==> config.mk <==
export PLATFORM = sky130hd
export DESIGN_NAME = bli_div
export DESIGN_NICKNAME = d
export VERILOG_FILES = /design/src/hw/rtl/bilinear_lut_interpolator_assert.svh /design/src/hw/rtl/bli_pkg.sv /design/src/hw/rtl/bli_div.sv
export SDC_FILE = /design/constraint.sdc
export NUM_CORES = 1
export LEC_CHECK = 0
export BUFFER_PORTS_ARGS = -buffer_cell sky130_fd_sc_hd__buf_2
export CAP_MARGIN = 20
export CORE_ASPECT_RATIO = 0.6
export CORE_UTILIZATION = 56
export CTS_CLUSTER_SIZE = 20
export DETAILED_ROUTE_END_ITERATION = 12
export PLACE_DENSITY = 0.79
export SYNTH_ARGS = -nofsm -noshare
export SYNTH_HDL_FRONTEND = slang
export SYNTH_SLANG_ARGS = --single-unit
==> constraint.sdc <==
create_clock -name clk -period 3.7 [get_ports clk]
set_clock_uncertainty 0.15 [all_clocks]
set_input_delay 0.37 -clock clk [delete_from_list [all_inputs] [get_ports clk]]
set_output_delay 0.37 -clock clk [all_outputs]
set_load 0.01 [all_outputs]
==> src/hw/rtl/bilinear_lut_interpolator_assert.svh <==
// assertion macros shared by the interpolator rtl
`ifndef BILINEAR_LUT_INTERPOLATOR_ASSERT_SVH
`define BILINEAR_LUT_INTERPOLATOR_ASSERT_SVH

// clocked check, quiet while reset is high
`define BLI_ASSERT(label, expr) \
  label: assert property (@(posedge clk) disable iff (rst) expr) else $error("%m: check failed");

// clocked check that also covers the reset cycles
`define BLI_ASSERT_RST(label, expr) \
  label: assert property (@(posedge clk) expr) else $error("%m: reset check failed");

`endif

==> src/hw/rtl/bli_pkg.sv <==
// ----------------------------------------------------------------------------
// bli_pkg
// types, codes and constants of the bilinear lookup-table interpolator
// ----------------------------------------------------------------------------
`default_nettype none

package bli_pkg;

  localparam int DEF_MAX_AOD = 16;
  localparam int DEF_MAX_H2O = 16;
  localparam int DEF_MAX_WL  = 64;

  localparam int CNT_W  = 7;   // counts up to 64
  localparam int CFG_W  = 7;   // widest register
  localparam int VAL_W  = 16;
  localparam int WGT_W  = 17;  // q1.16 weight in [0, 1.0]
  localparam int CW_W   = 33;  // corner weight in [0, 2^32]
  localparam int ACC_W  = 49;
  localparam int FRAC_W = 16;

  localparam logic [1:0] CMD_AOD   = 2'd0;
  localparam logic [1:0] CMD_H2O   = 2'd1;
  localparam logic [1:0] CMD_TABLE = 2'd2;
  localparam logic [1:0] CMD_QUERY = 2'd3;

  localparam logic [1:0] REG_AOD_COUNT = 2'd0;
  localparam logic [1:0] REG_H2O_COUNT = 2'd1;
  localparam logic [1:0] REG_WL_COUNT  = 2'd2;

  localparam logic [WGT_W-1:0] WGT_ONE = WGT_W'(65536);

  typedef struct packed {
    logic [1:0]  cmd;
    logic [3:0]  aod_index;
    logic [3:0]  h2o_index;
    logic [5:0]  wl_index;
    logic [15:0] aod_value;
    logic [15:0] h2o_value;
    logic [15:0] r_atm_in;
    logic [15:0] t_down_in;
    logic [15:0] t_up_in;
    logic [15:0] s_alb_in;
  } in_word_t;

  typedef struct packed {
    logic [5:0]  wl_out;
    logic [15:0] r_atm_out;
    logic [15:0] t_down_out;
    logic [15:0] t_up_out;
    logic [15:0] s_alb_out;
    logic        last;
  } out_word_t;

  typedef struct packed {
    logic        start;
    logic [15:0] num;
    logic [15:0] den;
  } div_req_t;

  typedef struct packed {
    logic        busy;
    logic        done;
    logic [15:0] quo;
  } div_rsp_t;

  typedef enum logic [3:0] {
    ST_IDLE,
    ST_SRCH,
    ST_SCMP,
    ST_LD0,
    ST_LD1,
    ST_WGT,
    ST_DIV,
    ST_CW,
    ST_MAC
  } state_t;

endpackage

`default_nettype wire

==> src/hw/rtl/bli_div.sv <==
// ----------------------------------------------------------------------------
// bli_div
// radix-2 restoring divider, one quotient bit a cycle, num < den
// ----------------------------------------------------------------------------
`default_nettype none

module bli_div import bli_pkg::*; (
  input  wire logic     clk,
  input  wire logic     rst,
  input  wire div_req_t req,
  output div_rsp_t      rsp
);

  localparam int IW = $clog2(FRAC_W);

  logic          busy;
  logic          done;
  logic [IW-1:0] iter;
  logic [15:0]   rem;
  logic [15:0]   den;
  logic [15:0]   quo;
  logic [16:0]   sh;
  logic          fits;

  // remainder stays below den, so the doubled value fits 17 bits
  assign sh   = {rem, 1'b0};
  assign fits = sh >= {1'b0, den};

  always_ff @(posedge clk) begin
    if (rst) begin
      busy <= 1'b0;
      done <= 1'b0;
    end else begin
      done <= 1'b0;
      if (req.start && !busy) begin
        busy <= 1'b1;
        iter <= '0;
        rem  <= req.num;
        den  <= req.den;
        quo  <= '0;
      end else if (busy) begin
        rem  <= fits ? 16'(sh - {1'b0, den}) : sh[15:0];
        quo  <= {quo[14:0], fits};
        iter <= iter + 1'b1;
        if (iter == IW'(FRAC_W - 1)) begin
          busy <= 1'b0;
          done <= 1'b1;
        end
      end
    end
  end

  assign rsp.busy = busy;
  assign rsp.done = done;
  assign rsp.quo  = quo;

endmodule

`default_nettype wire

=== After elaboration in Yosys (flattened, before gate mapping) ===
Cells that the tools add are included.

* Register bits after elaboration: 54
* Output and inout port bits: 18

* Add/sub/neg operators: 2
* Magnitude comparators: 1
* Equality and inequality tests: 1
* Mux-type cells: 9
* Bitwise logic cells: 2
* Reductions and logical operators: 6

{| class="wikitable"
|+ Operators with widths
! kind !! number
|-
| 16-bit two-way mux || 4
|-
| 17-bit by 16-bit greater-or-equal comparator with 1-bit output || 1
|-
| 16-bit subtractor || 1
|-
| 4-bit by 1-bit adder with 4-bit output (second input constant) || 1
|-
| 4-bit equality test (second input constant) || 1
|-
| 1-bit two-way mux || 4
|-
| 4-bit two-way mux || 1
|-
| 2-bit AND reduction || 2
|-
| 3-bit OR reduction || 1
|-
| 1-bit inverter || 2
|-
| 2-bit nonzero test || 1
|-
| 1-bit logical AND || 1
|-
| 1-bit zero test || 1
|}

=== Logic depth before layout (Yosys ltp) ===
* Word-level depth: 4
* Depth in mapped cells: 11

=== Worst setup path before layout ===
No wires, ideal clock.

* Path kind: input to register
* From: in req[32] in the netlist's numbering
* To: reg iter[0] (enable)
* Arrival time: 1.954 ns
* Data required time: 3.119 ns
* Slack: 1.165 ns
* Cell stages on the path: 2
* Buffers on the path: 0
* Cells stage by stage: nor2_1 > nor2_1

* Longest elaborated chain between the ends: 3

{| class="wikitable"
|+ RTL lines
! what !! RTL line !! source
|-
| start: declaration || bli_div.sv:10 || <nowiki>input wire div_req_t req,</nowiki>
|-
| 1-bit logical AND || bli_div.sv:35 || <nowiki>if (req.start && !busy) begin</nowiki>
|-
| 2-bit nonzero test (no line) || - ||
|-
| 2-bit AND reduction (no line) || - ||
|-
| end signal: assignment || bli_div.sv:44 || <nowiki>iter <= iter + 1'b1;</nowiki>
|-
| end: declaration || bli_div.sv:18 || <nowiki>logic [IW-1:0] iter;</nowiki>
|}

Every way passes these cells.
A chain may end at the register's enable or synchronous reset.

=== Worst setup path in the final report ===
* From: reg rem[6]
* To: reg rem[15], data pin

* Longest elaborated chain between the ends: 4

{| class="wikitable"
|+ RTL lines
! what !! RTL line !! source
|-
| start: declaration || bli_div.sv:19 || <nowiki>logic [15:0] rem;</nowiki>
|-
| start signal: assignment || bli_div.sv:38 || <nowiki>rem <= req.num;</nowiki>
|-
| start signal: assignment || bli_div.sv:42 || <nowiki>rem <= fits ? 16'(sh - {1'b0, den}) : sh[15:0];</nowiki>
|-
| 16-bit subtractor or 17-bit by 16-bit greater-or-equal comparator with 1-bit output (tied branches) || bli_div.sv:42, bli_div.sv:27 ||
|-
| 16-bit two-way mux (*) || bli_div.sv:42 ||
|-
| 16-bit two-way mux (*) || bli_div.sv:41 || <nowiki>end else if (busy) begin</nowiki>
|-
| 16-bit two-way mux (*) || bli_div.sv:35 ||
|}

Every way passes the cells marked *; elsewhere a longest branch is shown, timed or not. The select of a mux whose other input is x is not followed.

==> flow_summary.yaml <==
sta:
  fmax_mhz: 333.9
  rsz0062_at_grt: "false"
  holdWs_ns: 0.08450
  setup_viol: 0
  slew_viol_final: 0
  worst_pin_slew_ns: 1.072
  relSlewSlack: 0.2833
  tns_ns: 0
  min_period_ns: 2.995
  finalHoldViolCount: 0
  period_share: 0.8095
clocking:
  cts_max_path_buffers: 2
  htree_levels: 2
  cts_sinks: 54
  cts_tree: "yes"
  clock-root-buffer: "clkbuf_8"
  post-cts-setup-buffers: 0
  ctsHoldBuffers: 0
  clk_pin_slew_ns: 0.10
  post_cts_resized: 0
  numCtsBuffers: 5
  clock_latency_ns: 0.30
yosys:
  synth-main-ff-cell: "edfxtp_1"
  synth_warnings: 0
  avgSynthCellArea_um2: 11.48
  synth_top_area_cell: "edfxtp_1"
  ys_async_sr_fraction: 0
  synth_edf_count: 52
  synth_area_mm2: 0.003088
  syn_inst: 269
  synth_top_area_frac: 0.5057
  synth_cell_types: 59
  syn_nets: 322
  synthTopCellsByArea: "edfxtp_1, ha_1, and2_1"
  synth-seq-cells: 54
  ys_seq_area_frac: 0.5186
worst_setup_path:
  rrSetupSlack_ns: 0.70
  r2r-end: "rem[15]"
  criticalPathCategory: "register to register"
  start_kind: "register"
  crit_fanout: 18
  cp-endpoint: "rem[15]"
  endpoint_kind: "register"
  arrival_ns: 2.90
  worstPathRequired_ns: 3.60
  crit-reg2reg-launch: "rem[6]"
  cp-startpoint: "rem[6]"
  rr_worst_depth: 8
detailed_routing:
  vias_per_cell: 5.580
  initialDrtViolationCount: 109
  wl_um: 6183
  firstDrtPassIters: 9
  drcViolationCount: 5
  drt.antenna.violating_nets: 0
  vias: 2154
  routedWlPerCell_um: 16.02
job:
  maxCapViolCount: 0
place:
  dpl.hpwl_um: 4360
  gp_congestion: 0.9216
  portBuffers: 52
die:
  fp-row-count: 20
  ios: 53
  die_h_um: 59.52
  fp.dieW_um: 97.87
  core_mm2: 0.005180
  start_util: 0.5961
  die_area_mm2: 0.005825
global_route:
  grt_start_max_net_pins: 41
  grt_remaining_overflow: 0
  grt_pass1_wl_um: 9998
  antenna_found_initial: 0
  grt_use_total: 0.2277
  grt_pass1_vias: 2041
power:
  comb_power_share: 0.272
  p_int_mw: 1.042
  clock_power_share: 0.216
  p_sw_mw: 0.4384
  irDropWorstVdd_mv: 0.2126
  p_seq_frac: 0.513
  power_density_mw_per_mm2: 427.9
  p_leak_nw: 1.446
  p_sw_frac: 0.2962
cells_and_area:
  fin_nets: 372
  diodes: 0
  regArea_mm2: 0.001602
  num-fill-cells: 415
  syn_to_final_growth_pct: 11.99
  layout_common_cells: "edfxtp_1, buf_2, nor2_1"
  drive_above_1_share: 0.2594
  multi_input_comb_area_mm2: 0.001344
min_path:
  hp-class: "input pin to register"
run_status:
  status: "finished with violations"
  violations: "DRC"
## sequential cells by signal (all words and copies together), names as in the netlist
register and cells:
busy 1, den 16, done 1, iter 4
quo 16, rem 16
## cells in the mapped netlist (all sizes together), types with 6 or more instances
cell,n
a21o,8
a21oi,17
and2,18
buf,6
edfxtp,52
ha,17
inv,21
nand2,16
nand3,6
nor2,27
o21ai,12
xnor2,10
## metrics by stage
stage,instance area (um2),instances,setup WS (ns),total power [mW],util
6_report,3458,386,0.7050,1.480,0.6676
5_1_grt,3458,386,0.5016,1.553,0.6676
3_5_place_dp,3374,378,0.7304,1.169,0.6514
2_1_floorplan,3088,269,1.165,1.079,-
4_1_cts,3458,386,0.7186,1.488,0.6676
3_3_place_gp,3374,378,0.9025,1.159,0.6514
## power groups by stage
| stage | logic [mW] | clock network [mW] | registers (mW) |
|---|---|---|---|
| final | 0.402 | 0.319 | 0.759 |
| after global routing | 0.443 | 0.346 | 0.765 |
| after CTS | 0.400 | 0.329 | 0.759 |
| after detailed placement | 0.398 | 0 | 0.771 |
| after global placement | 0.388 | 0 | 0.771 |
| after floorplan | 0.307 | 0 | 0.772 |
## routing by layer
layer  up-vias  wire (um)  share of wire  global-route usage
li1       1078          -              -                   -
met1      1003       3314           0.54              0.3520
met2        68       2503           0.40              0.3360
met3         5        343          0.055             0.04363
met4         0         21         0.0034             0.03896
met5         -          0              0                   0
## layout make-up
| type | count | area share |
|---|---|---|
| Multi-Input combinational cell | 184 | 0.3886 |
| Clock inverter | 1 | 0.002171 |
| Tap cell | 66 | 0.02388 |
| Sequential cell | 54 | 0.4631 |
| Inverter | 21 | 0.02279 |
| Timing Repair Buffer | 53 | 0.07742 |
| Clock buffer | 7 | 0.02207 |
## worst max-delay path: stages, from the launching register on
cell,delay (ns)
edfxtp_1,0.42
ha_1,0.44
o21ai_0,0.11
nor2_1,0.21
o31a_1,0.24
a21o_1,0.64
nand3_1,0.16
o31ai_1,0.27
nor3_1,0.09
## cell families (layout without fill, tap and decap cells)
family          Yosys count  count (layout)  synth area share
compound gates           64              64            0.1625
xor+xnor                 12              12           0.03404
fa+ha+maj                18              18           0.07536
buf+inv                  31              82           0.04862
flops                    54              54            0.5186
mux                       2               2          0.006483
simple gates             88              88            0.1544
## how the worst min path moves through the flow
stage / from / endpoint / slack [ns] / cells after the start
global route: req[3] / den[3] / 0.07 / 1
floorplan: rst / done / 0.29 / 1
CTS: req[2] / den[2] / 0.08 / 1
global placement: busy / done / 0.35 / 2
finish: req[2] / den[2] / 0.08 / 1
detailed placement: busy / done / 0.35 / 2
Power figures use the tool's default switching activity.
